### config.mk
export PLATFORM = sky130hd
export DESIGN_NAME = record_exchange_sort_by_score_sum_flat
export DESIGN_NICKNAME = d
export VERILOG_FILES = /design/src/sv/rxs_pkg.sv /design/src/sv/rxs_if.sv /design/src/sv/rxs_out_stage.sv /design/src/sv/record_exchange_sort_by_score_sum.sv /design/src/flat_wrapper.sv
export SDC_FILE = /design/constraint.sdc
export NUM_CORES = 1
export LEC_CHECK = 0
export ABC_AREA = 1
export BUFFER_PORTS_ARGS = -buffer_cell sky130_fd_sc_hd__buf_2
export CAP_MARGIN = 20
export CORE_MARGIN = 5
export CORE_UTILIZATION = 60
export CTS_CLUSTER_SIZE = 40
export DETAILED_ROUTE_END_ITERATION = 10
export HOLD_SLACK_MARGIN = 0.08
export PLACE_DENSITY_LB_ADDON = 0.2
export SLEW_MARGIN = 15
export SYNTH_ARGS = -nofsm -noshare
export SYNTH_HDL_FRONTEND = slang
export SYNTH_HIERARCHICAL = 1
export SYNTH_SLANG_ARGS = --single-unit
### constraint.sdc
create_clock -name clk_i -period 4.8 [get_ports clk_i]
set_clock_uncertainty 0.05 [all_clocks]
set_input_delay 0.72 -clock clk_i [delete_from_list [all_inputs] [get_ports clk_i]]
set_output_delay 0.72 -clock clk_i [all_outputs]
set_load 0.01 [all_outputs]
### src/sv/rxs_pkg.sv
// Shared types, constants and helpers for the record exchange sort block.
// Used by the channel interfaces, the output stage and the top level.
// No dependencies.
package rxs_pkg;

  // Store geometry
  localparam int MAX_RECORDS   = 16;
  localparam int IDX_W         = $clog2(MAX_RECORDS);
  localparam int CNT_W         = IDX_W + 1;
  localparam int SUBJECT_COUNT = 7;

  // Field widths
  localparam int ID_W    = 8;
  localparam int SCORE_W = 10;
  localparam int KEY_W   = 13;

  // Divide by seven as multiply by reciprocal: floor(x * 9363 / 2^16) is exact
  // for every x below 13107, which covers the whole key range.
  localparam int           DIV7_SHIFT = 16;
  localparam int           DIV7_MUL_W = 14;
  localparam logic [DIV7_MUL_W-1:0] DIV7_MUL = 14'd9363;

  // One stored record: identifier and score sum
  typedef struct packed {
    logic [ID_W-1:0]  id;
    logic [KEY_W-1:0] key;
  } entry_t;

  // Load request from the sequencer to the output stage
  typedef struct packed {
    logic             load;
    logic [ID_W-1:0]  id;
    logic [KEY_W-1:0] key;
    logic             dropped;
    logic             last;
  } emit_t;

  // Sequencer states
  typedef enum logic [2:0] {
    ST_LOAD,
    ST_RD_I,
    ST_LD_I,
    ST_CMP,
    ST_WB,
    ST_EMIT_RD,
    ST_EMIT_LD,
    ST_EMIT_HOLD
  } state_e;

  function automatic logic [SCORE_W-1:0] div7(input logic [KEY_W-1:0] key);
    logic [KEY_W+DIV7_MUL_W-1:0] prod;
    prod = (KEY_W+DIV7_MUL_W)'(key) * (KEY_W+DIV7_MUL_W)'(DIV7_MUL);
    return SCORE_W'(prod >> DIV7_SHIFT);
  endfunction

endpackage

### src/sv/rxs_if.sv
// Valid/ready channel interfaces for record input items and result items.
// Depends on rxs_pkg for field widths.
interface rxs_in_if import rxs_pkg::*; ();
  logic               valid;
  logic               ready;
  logic [ID_W-1:0]    record_id;
  logic [SCORE_W-1:0] score_math;
  logic [SCORE_W-1:0] score_physics;
  logic [SCORE_W-1:0] score_chemistry;
  logic [SCORE_W-1:0] score_biology;
  logic [SCORE_W-1:0] score_literature;
  logic [SCORE_W-1:0] score_history;
  logic [SCORE_W-1:0] score_geography;
  logic               last_in;

  modport source (
    output valid, record_id, score_math, score_physics, score_chemistry,
           score_biology, score_literature, score_history, score_geography,
           last_in,
    input  ready
  );
  modport sink (
    input  valid, record_id, score_math, score_physics, score_chemistry,
           score_biology, score_literature, score_history, score_geography,
           last_in,
    output ready
  );
endinterface

interface rxs_out_if import rxs_pkg::*; ();
  logic               valid;
  logic               ready;
  logic [ID_W-1:0]    out_id;
  logic [KEY_W-1:0]   score_sum;
  logic [SCORE_W-1:0] average_hundredths;
  logic               dropped_any;
  logic               last_out;

  modport source (
    output valid, out_id, score_sum, average_hundredths, dropped_any, last_out,
    input  ready
  );
  modport sink (
    input  valid, out_id, score_sum, average_hundredths, dropped_any, last_out,
    output ready
  );
endinterface

### src/sv/rxs_out_stage.sv
// Result output register: holds one result item until the sink takes it and
// computes the truncated average. Depends on rxs_pkg and rxs_out_if.
module rxs_out_stage import rxs_pkg::*; (
  input  logic             clk_i,
  input  logic             rst_ni,
  input  emit_t            emit_i,
  output logic             taken_o,
  rxs_out_if.source        out_o
);

  logic               valid_q;
  logic [ID_W-1:0]    id_q;
  logic [KEY_W-1:0]   sum_q;
  logic [SCORE_W-1:0] avg_q;
  logic               dropped_q;
  logic               last_q;

  assign taken_o = valid_q && out_o.ready;

  // Valid flag
  always_ff @(posedge clk_i or negedge rst_ni) begin
    if (!rst_ni) begin
      valid_q <= 1'b0;
    end else if (emit_i.load) begin
      valid_q <= 1'b1;
    end else if (taken_o) begin
      valid_q <= 1'b0;
    end
  end

  // Payload, no reset
  always_ff @(posedge clk_i) begin
    if (emit_i.load) begin
      id_q      <= emit_i.id;
      sum_q     <= emit_i.key;
      avg_q     <= div7(emit_i.key);
      dropped_q <= emit_i.dropped;
      last_q    <= emit_i.last;
    end
  end

  assign out_o.valid              = valid_q;
  assign out_o.out_id             = id_q;
  assign out_o.score_sum          = sum_q;
  assign out_o.average_hundredths = avg_q;
  assign out_o.dropped_any        = dropped_q;
  assign out_o.last_out           = last_q;

endmodule

### src/sv/record_exchange_sort_by_score_sum.sv
// Record exchange sort by score sum. Records are taken one per cycle while
// loading; each stores its identifier and the sum of its seven scores in a
// 16-entry single-write, single-read memory with a registered read. A record
// marked last starts a descending exchange sort over the n stored records,
// during which no input is accepted: for each i a pass keeps entry i in a
// register and walks j one entry a cycle, its pace bound by the single memory
// read port. Results then leave in sorted order, one at a time, each through
// read, register and handoff, and held longer if the sink stalls. Records
// beyond 16 are dropped and reported in dropped_any of every result of that
// set. Depends on rxs_pkg, rxs_if and rxs_out_stage.
module record_exchange_sort_by_score_sum import rxs_pkg::*; (
  input  logic      clk_i,
  input  logic      rst_ni,
  rxs_in_if.sink    in_i,
  rxs_out_if.source out_o
);

  state_e             state_q, state_d;
  logic [CNT_W-1:0]   count_q, count_d;
  logic               ovf_q, ovf_d;
  logic [IDX_W-1:0]   i_q, i_d, j_q, j_d, k_q, k_d;
  entry_t             cur_q, cur_d;

  entry_t             mem [MAX_RECORDS];
  entry_t             rd_q;
  logic               we;
  logic [IDX_W-1:0]   waddr, raddr;
  entry_t             wdata;

  logic               in_ready, in_acc;
  logic [KEY_W-1:0]   sum;
  logic [CNT_W-1:0]   cnt_inc, load_n;
  logic               full, swap, j_more, i_more, k_last;
  emit_t              emit;
  logic               taken;

  // Score sum of the incoming record
  assign sum = KEY_W'(in_i.score_math) + KEY_W'(in_i.score_physics)
             + KEY_W'(in_i.score_chemistry) + KEY_W'(in_i.score_biology)
             + KEY_W'(in_i.score_literature) + KEY_W'(in_i.score_history)
             + KEY_W'(in_i.score_geography);

  assign in_i.ready = in_ready;
  assign in_acc     = in_i.valid && in_ready;

  // Loop bounds and compare
  assign full    = count_q == CNT_W'(MAX_RECORDS);
  assign cnt_inc = count_q + CNT_W'(1);
  assign load_n  = full ? count_q : cnt_inc;
  assign j_more  = ({1'b0, j_q} + CNT_W'(1)) < count_q;
  assign i_more  = ({1'b0, i_q} + CNT_W'(2)) < count_q;
  assign k_last  = ({1'b0, k_q} + CNT_W'(1)) == count_q;
  assign swap    = cur_q.key < rd_q.key;

  // Next state
  always_comb begin
    state_d = state_q;
    unique case (state_q)
      ST_LOAD: begin
        if (in_acc && in_i.last_in) begin
          state_d = (load_n > CNT_W'(1)) ? ST_RD_I : ST_EMIT_RD;
        end
      end
      ST_RD_I:    state_d = ST_LD_I;
      ST_LD_I:    state_d = ST_CMP;
      ST_CMP: begin
        if (!j_more) begin
          state_d = ST_WB;
        end
      end
      ST_WB:      state_d = i_more ? ST_RD_I : ST_EMIT_RD;
      ST_EMIT_RD: state_d = ST_EMIT_LD;
      ST_EMIT_LD: state_d = ST_EMIT_HOLD;
      ST_EMIT_HOLD: begin
        if (taken) begin
          state_d = k_last ? ST_LOAD : ST_EMIT_RD;
        end
      end
      default:    state_d = ST_LOAD;
    endcase
  end

  // Outputs: memory access, counters, emit strobe
  always_comb begin
    in_ready     = 1'b0;
    we           = 1'b0;
    waddr        = i_q;
    wdata        = cur_q;
    raddr        = i_q;
    count_d      = count_q;
    ovf_d        = ovf_q;
    i_d          = i_q;
    j_d          = j_q;
    k_d          = k_q;
    cur_d        = cur_q;
    emit.load    = 1'b0;
    emit.id      = rd_q.id;
    emit.key     = rd_q.key;
    emit.dropped = ovf_q;
    emit.last    = k_last;
    unique case (state_q)
      ST_LOAD: begin
        in_ready = 1'b1;
        i_d      = '0;
        k_d      = '0;
        if (in_acc) begin
          if (!full) begin
            we       = 1'b1;
            waddr    = count_q[IDX_W-1:0];
            wdata.id = in_i.record_id;
            wdata.key = sum;
            count_d  = cnt_inc;
          end else begin
            ovf_d = 1'b1;
          end
        end
      end
      ST_RD_I: begin
        raddr = i_q;
      end
      ST_LD_I: begin
        // entry i goes to the register, start reading j = i + 1
        cur_d = rd_q;
        raddr = i_q + IDX_W'(1);
        j_d   = i_q + IDX_W'(1);
      end
      ST_CMP: begin
        // swap: old holder goes to j, entry j becomes the holder
        if (swap) begin
          we    = 1'b1;
          waddr = j_q;
          wdata = cur_q;
          cur_d = rd_q;
        end
        raddr = j_q + IDX_W'(1);
        j_d   = j_q + IDX_W'(1);
      end
      ST_WB: begin
        we    = 1'b1;
        waddr = i_q;
        wdata = cur_q;
        i_d   = i_q + IDX_W'(1);
        k_d   = '0;
      end
      ST_EMIT_RD: begin
        raddr = k_q;
      end
      ST_EMIT_LD: begin
        emit.load = 1'b1;
      end
      ST_EMIT_HOLD: begin
        if (taken) begin
          if (k_last) begin
            count_d = '0;
            ovf_d   = 1'b0;
          end else begin
            k_d = k_q + IDX_W'(1);
          end
        end
      end
      default: begin
        in_ready = 1'b0;
      end
    endcase
  end

  // Control registers
  always_ff @(posedge clk_i or negedge rst_ni) begin
    if (!rst_ni) begin
      state_q <= ST_LOAD;
      count_q <= '0;
      ovf_q   <= 1'b0;
      i_q     <= '0;
      j_q     <= '0;
      k_q     <= '0;
    end else begin
      state_q <= state_d;
      count_q <= count_d;
      ovf_q   <= ovf_d;
      i_q     <= i_d;
      j_q     <= j_d;
      k_q     <= k_d;
    end
  end

  // Holder register for entry i
  always_ff @(posedge clk_i) begin
    cur_q <= cur_d;
  end

  // Record store: one write, one registered read per cycle; in load and write-back
  // the read address can equal the write address, but that read data goes unused
  always_ff @(posedge clk_i) begin
    if (we) begin
      mem[waddr] <= wdata;
    end
    rd_q <= mem[raddr];
  end

  rxs_out_stage u_out_stage (
    .clk_i   (clk_i),
    .rst_ni  (rst_ni),
    .emit_i  (emit),
    .taken_o (taken),
    .out_o   (out_o)
  );

`ifndef SYNTHESIS
  a_count_bound: assert property (@(posedge clk_i) disable iff (!rst_ni)
    count_q <= CNT_W'(MAX_RECORDS))
    else $error("record count above capacity");

  a_ovf_full: assert property (@(posedge clk_i) disable iff (!rst_ni)
    ovf_q |-> full)
    else $error("drop flag set with room in the store");

  a_last_leaves_load: assert property (@(posedge clk_i) disable iff (!rst_ni)
    in_acc && in_i.last_in |=> state_q != ST_LOAD)
    else $error("last record did not start the sort");

  a_no_result_in_load: assert property (@(posedge clk_i) disable iff (!rst_ni)
    state_q == ST_LOAD |-> !out_o.valid)
    else $error("result pending while loading");

  a_j_after_i: assert property (@(posedge clk_i) disable iff (!rst_ni)
    state_q == ST_CMP |-> j_q > i_q)
    else $error("inner index not past outer index");
`endif

endmodule
### src/flat_wrapper.sv
// flat-port wrapper written by rule: the top's interface ports become plain ports
module record_exchange_sort_by_score_sum_flat import rxs_pkg::*;
  (clk_i, rst_ni, in_i_valid, in_i_record_id, in_i_score_math, in_i_score_physics, in_i_score_chemistry, in_i_score_biology, in_i_score_literature, in_i_score_history, in_i_score_geography, in_i_last_in, in_i_ready, out_o_valid, out_o_out_id, out_o_score_sum, out_o_average_hundredths, out_o_dropped_any, out_o_last_out, out_o_ready);
  rxs_in_if in_i_i ();
  rxs_out_if out_o_i ();
  input  logic clk_i;
  input  logic rst_ni;
  input wire logic [$bits(in_i_i.valid)-1:0] in_i_valid;
  input wire logic [$bits(in_i_i.record_id)-1:0] in_i_record_id;
  input wire logic [$bits(in_i_i.score_math)-1:0] in_i_score_math;
  input wire logic [$bits(in_i_i.score_physics)-1:0] in_i_score_physics;
  input wire logic [$bits(in_i_i.score_chemistry)-1:0] in_i_score_chemistry;
  input wire logic [$bits(in_i_i.score_biology)-1:0] in_i_score_biology;
  input wire logic [$bits(in_i_i.score_literature)-1:0] in_i_score_literature;
  input wire logic [$bits(in_i_i.score_history)-1:0] in_i_score_history;
  input wire logic [$bits(in_i_i.score_geography)-1:0] in_i_score_geography;
  input wire logic [$bits(in_i_i.last_in)-1:0] in_i_last_in;
  output wire logic [$bits(in_i_i.ready)-1:0] in_i_ready;
  output wire logic [$bits(out_o_i.valid)-1:0] out_o_valid;
  output wire logic [$bits(out_o_i.out_id)-1:0] out_o_out_id;
  output wire logic [$bits(out_o_i.score_sum)-1:0] out_o_score_sum;
  output wire logic [$bits(out_o_i.average_hundredths)-1:0] out_o_average_hundredths;
  output wire logic [$bits(out_o_i.dropped_any)-1:0] out_o_dropped_any;
  output wire logic [$bits(out_o_i.last_out)-1:0] out_o_last_out;
  input wire logic [$bits(out_o_i.ready)-1:0] out_o_ready;
  assign in_i_i.valid = in_i_valid;
  assign in_i_i.record_id = in_i_record_id;
  assign in_i_i.score_math = in_i_score_math;
  assign in_i_i.score_physics = in_i_score_physics;
  assign in_i_i.score_chemistry = in_i_score_chemistry;
  assign in_i_i.score_biology = in_i_score_biology;
  assign in_i_i.score_literature = in_i_score_literature;
  assign in_i_i.score_history = in_i_score_history;
  assign in_i_i.score_geography = in_i_score_geography;
  assign in_i_i.last_in = in_i_last_in;
  assign in_i_ready = in_i_i.ready;
  assign out_o_valid = out_o_i.valid;
  assign out_o_out_id = out_o_i.out_id;
  assign out_o_score_sum = out_o_i.score_sum;
  assign out_o_average_hundredths = out_o_i.average_hundredths;
  assign out_o_dropped_any = out_o_i.dropped_any;
  assign out_o_last_out = out_o_i.last_out;
  assign out_o_i.ready = out_o_ready;
  record_exchange_sort_by_score_sum u_core (.clk_i(clk_i), .rst_ni(rst_ni), .in_i(in_i_i), .out_o(out_o_i));
endmodule
## Yosys cells after proc, flatten, opt, wreduce, memory -nomap -nowiden

Memory sizes are Yosys's and may differ from the RTL's. A register that Yosys moved wholly into a read port is not among the register bits.
Index checks and enable logic that the tools add are counted.

| word-level totals | value |
|---|---|
| register bits | 76 |
| memory bits (writable) | 336 |
| input port bits | 83 |
| output and inout bits | 35 |
| logic and storage cells | 107 |
| memories | 1 |

| operators by class | value |
|---|---|
| add/sub/neg operators | 13 |
| $mul | 1 |
| order comparisons | 4 |
| equality and inequality tests | 17 |
| muxes and demuxes | 42 |
| reduce and logical (&&, ||, !) cells | 15 |

Memories:

| memory | depth | bits a word | rd ports | clocked after Yosys merged registers in | wr ports | line | source |
|---|---|---|---|---|---|---|---|
| u_core.mem | 16 | 21 | 1 | 1 | 1 | record_exchange_sort_by_score_sum.sv:24 | `entry_t mem [MAX_RECORDS];` |

Operators by type and width:

| operator | number |
|---|---|
| 21-bit 2-to-1 mux | 4 |
| 13-bit by 10-bit adder with 13-bit output | 5 |
| 21-bit case mux with 2 select lines | 1 |
| 4-bit case mux with 2 select lines | 4 |
| 13-bit by 14-bit multiplier with 26-bit output, second input constant | 1 |
| 3-bit case mux with 8 select lines | 1 |
| 4-bit 2-to-1 mux | 5 |
| 5-bit 2-to-1 mux | 4 |
| 3-bit 2-to-1 mux | 6 |
| 13-bit less-than comparator | 1 |
| 1-bit 2-to-1 mux | 13 |
| 4-bit by 1-bit adder with 4-bit output, second input constant | 3 |
| 3-bit equality test, second input constant | 4 |
| 2-bit by 1-bit != test with 1-bit output, second input constant | 6 |
| 4-bit case mux with 3 select lines | 1 |
| 10-bit by 10-bit adder with 11-bit output | 1 |
| 4-bit by 1-bit adder with 5-bit output, second input constant | 2 |
| 5-bit less-than comparator | 2 |
| 5-bit case mux with 2 select lines | 1 |
| 2-bit nonzero test | 5 |
| 3-bit by 2-bit equality test with 1-bit output, second input constant | 2 |
| 3-bit AND reduction | 2 |
| 4-bit by 2-bit adder with 5-bit output, second input constant | 1 |
| 5-bit by 1-bit adder with 5-bit output, second input constant | 1 |
| other kinds (13) | 16 |

## Depth between registers and ports, before layout

| logic depth | value |
|---|---|
| depth in word-level cells | 9 |
| gate-level depth with buffers | 20 |
| mapped depth without buffers | 20 |

## Hierarchy

Netlist, hierarchy kept.

Modules (own cells, without submodules):

| module | instances | cells each | area an instance (µm²) | seq. area each (µm²) |
|---|---|---|---|---|
| record_exchange_sort_by_score_sum | 1 | 1,952 | 19,745.2 | 11,666.2 |
| rxs_out_stage | 1 | 452 | 3,867.5 | 1,016.0 |

## Least setup slack after synthesis

No wires, ideal clock.

| timing | value |
|---|---|
| path kind | input port to flip-flop |
| start | input in_i_score_math[2] |
| end | memory u_core/mem[0][9] in the netlist's numbering (data pin) |
| arrival | 4.501 ns |
| setup slack | -0.053 ns |
| stages on the path | 15 |
| path buffers | 0 |
| cells stage by stage | inv_1 fa_1 inv_1 fa_1 fa_1 inv_1 fa_1 fa_1 o21ai_0 nand3_1 nand2_1 nand3_1 nand2_1 nand2_1 a31oi_1 |

RTL lines:

| element | line | source |
|---|---|---|
| start: declaration | flat_wrapper.sv:10 | `input wire logic [$bits(in_i_i.score_math)-1:0] in_i_score_math;` |
| end: declaration | record_exchange_sort_by_score_sum.sv:24 |  |

==> run metrics <==
status completed; Yosys reg bits 433; sequential-to-total area share from yosys stat 0.537; Die Area 0.0434 mm²; RSZ-0062 raised after global routing no; Routed WL per cell 18.6 µm; largest net degree at the start of global routing 169; Final ANT Viol Nets 0; Worst Slack Setup Final 0.301 ns; root buffer cell clkbuf_16; Cell Area, Synth 0.0236 mm²; num ports 118; Slew @ Worst Pin 0.995 ns; Crit path arrival time 4.87 ns; CP max FO 16; Post-synth EDFFs 390; port buffer count 117; vias in the first global route 16900; vias per cell 5.52; Fmax achieved 222 MHz; Core Region 0.0388 mm²; Setup crit end kind flop; Overflow after GRT 0; Synth top area share 0.496; Max Cap Violations 0; synth top area cells edfxtp_1, nand2_1, nand3_1, ha_1, inv_1; Slew headroom 0.337; CP Launch Type input port; most common cell in the synthesized netlist nand2_1; worst skew pair latency 0.57 ns; warnings from Yosys 6; Syn Nets 2682; 1st-pass router iterations 6; Async S/R FF share, synth 0.0508; Post-Place Setup Slack -0.267 ns; CTS Sinks 433; critical path required time 5.17 ns; DIE WIDTH 208 µm; final slew viol count 0; post-synth top area cell edfxtp_1; Cell Rows 72; Hold Path Cell Cnt 0; Gate Count Post-Synth 2404; Post-DP HPWL 34.8 mm; first-pass GRT wire length 91.5 mm; Synth Flop Type edfxtp_1; initial core utilization 0.608; clock buffer depth 3; 1st-iter DRT viols 1507; Synth cell types 43; Tmin final 4.50 ns; routability cong. 0.916; top cells by count, synth nand2_1, inv_1, edfxtp_1; Setup CP Type input port to flop; CTS tree yes; Layout Nets 2818; via count 17100; setup violators final 0; Routed WL 57.6 mm; syn avg cell area 9.82 µm²; Die Y 208 µm; HP Class flop to flop; Tcrit/Tclk final 0.937; setup tns final 0 ns; initial antenna violation count 0; R2R cell count 18; synthesis-to-finish area growth 12.8%; total CTS buffers 44; Final Hold Fails 0; layout cells sized above 1 0.120; H-tree depth 2; clock slew at reported path FFs 0.06 ns; antenna fix cells 0; drt drc 0; Tot GR Track Use 0.264
-- final timing paths --
| check | from | end | slack [ns] |
|---|---|---|---|
| max | in_i_score_math[2] | u_core/mem[14][8]$_DFFE_PP_ | 0.30 |
| min | u_core/emit[15]$_DFF_P_ | u_core/cur_q[13]$_DFFE_PP_ | 0.38 |
| max reg2reg | u_core/emit[13]$_DFF_P_ | u_core/u_out_stage/out_o.average_hundredths[5]$_DFFE_PP_ | 0.41 |
| min reg2reg | u_core/emit[15]$_DFF_P_ | u_core/cur_q[13]$_DFFE_PP_ | 0.38 |
| max in group asynchronous | rst_ni | u_core/state_q[1]$_DFFE_PN0P_ | 3.72 |
| min in group asynchronous | rst_ni | u_core/k_q[3]$_DFFE_PN0P_ | 0.63 |
-- worst max-delay path, cell delays in order --
cell and delay, ns:
buf_2 0.08, inv_1 0.05, fa_1 0.52, inv_1 0.05
fa_1 0.51, fa_1 0.56, inv_1 0.06, fa_1 0.56
inv_1 0.06, ha_1 0.31, nand3_1 0.09, nand3_1 0.09
a21oi_1 0.22, o21bai_1 0.11, or2_2 0.27, nand3_1 0.07
o21ai_0 0.20, inv_1 0.19, buf_12 0.15
-- area by class of cell --
type,instances,area [µm²]
clock inverters,19,300
inverters,409,1540
clock buffers,62,1260
multi-input cells,1472,9030
fillers,2941,12200
repair buffers,180,1170
flip-flops and latches,433,12700
well taps,518,648
-- kinds of logic (layout without fill, tap and decap cells) --
kind of cell / Yosys count / after routing / synth area share
XOR/XNOR: 18 / 18 / 0.00668
AND/OR/NAND/NOR: 1175 / 1175 / 0.226
adder cells (fa/ha/maj): 195 / 195 / 0.127
multiplexers: 1 / 1 / 0.000424
flip-flops: 433 / 433 / 0.537
buffers and inverters: 499 / 670 / 0.0835
AO/OA/AOI/OAI: 83 / 83 / 0.0197
-- cells in the final DEF (no fill, tap or decap), types with 2 or more instances in the layout --
cell,netlist,final
a21oi_1,33,33
buf_2,54,117
or2_2,5,5
buf_12,0,9
clkbuf_16,0,44
nor3_2,2,3
a21o_1,2,2
nand2_4,1,3
o21bai_1,2,2
nand2_2,8,6
dfrtp_1,22,22
nor2_1,82,66
clkinv_1,0,2
bufinv_16,0,7
edfxtp_1,390,390
xnor2_1,6,6
inv_2,8,8
o21ai_0,33,33
o211ai_1,2,2
nand3_1,372,372
nor2_2,3,19
ha_1,121,121
nand2_1,601,601
clkbuf_8,0,9
xor2_1,12,12
clkinv_2,0,7
nand3b_1,67,67
nor2_4,7,7
nand4_1,12,12
inv_1,401,400
nand3_2,2,2
o221ai_1,2,2
fa_1,74,74
buf_4,8,53
o21a_1,2,2
dfxtp_1,21,21
nor3_1,8,7
o22ai_1,4,3
o21ai_4,1,2
clkbuf_1,22,9
-- through the flow --
step / hold WS, ns / instances / util / instance area, µm²
final: 0.385 / 3093 / 0.686 / 26600
after floorplan: 0.354 / 2404 / - / 23600
after global placement: 0.367 / 3011 / 0.646 / 25100
after global routing: 0.399 / 3093 / 0.686 / 26600
after detailed placement: 0.367 / 3011 / 0.646 / 25100
after CTS: 0.385 / 3093 / 0.686 / 26600
-- timing repair --
action                                  CTS  global route
hold endpoints to repair                 22             0
gates resized for setup                   0             1
endpoints found under the setup margin    0            16
hold buffers                              1             0
buffers inserted                          0             0
-- sequential cells by signal (all words and copies together) (netlist names) --
name and cells:
u_core/mem 336, u_core/cur_q 21, u_core/emit 21, u_core/u_out_stage/out_o.score_sum 13
u_core/u_out_stage/out_o.average_hundredths 10, u_core/u_out_stage/out_o.out_id 8, u_core/count_q 5, u_core/i_q 4
u_core/j_q 4, u_core/k_q 4, u_core/state_q 3, u_core/ovf_q 1
u_core/u_out_stage/out_o.dropped_any 1, u_core/u_out_stage/out_o.last_out 1, u_core/u_out_stage/out_o.valid 1
-- metal layers --
layer	routed length [µm]	vias up	global-route usage
li1	-	8152	-
met1	23400	8099	0.361
met2	28100	714	0.447
met3	4800	102	0.0414
met4	1370	0	0.0723
met5	0	-	0
Power is not shown: default switching activity piles up to over one toggle a cycle in this logic, so the estimate is an artifact.
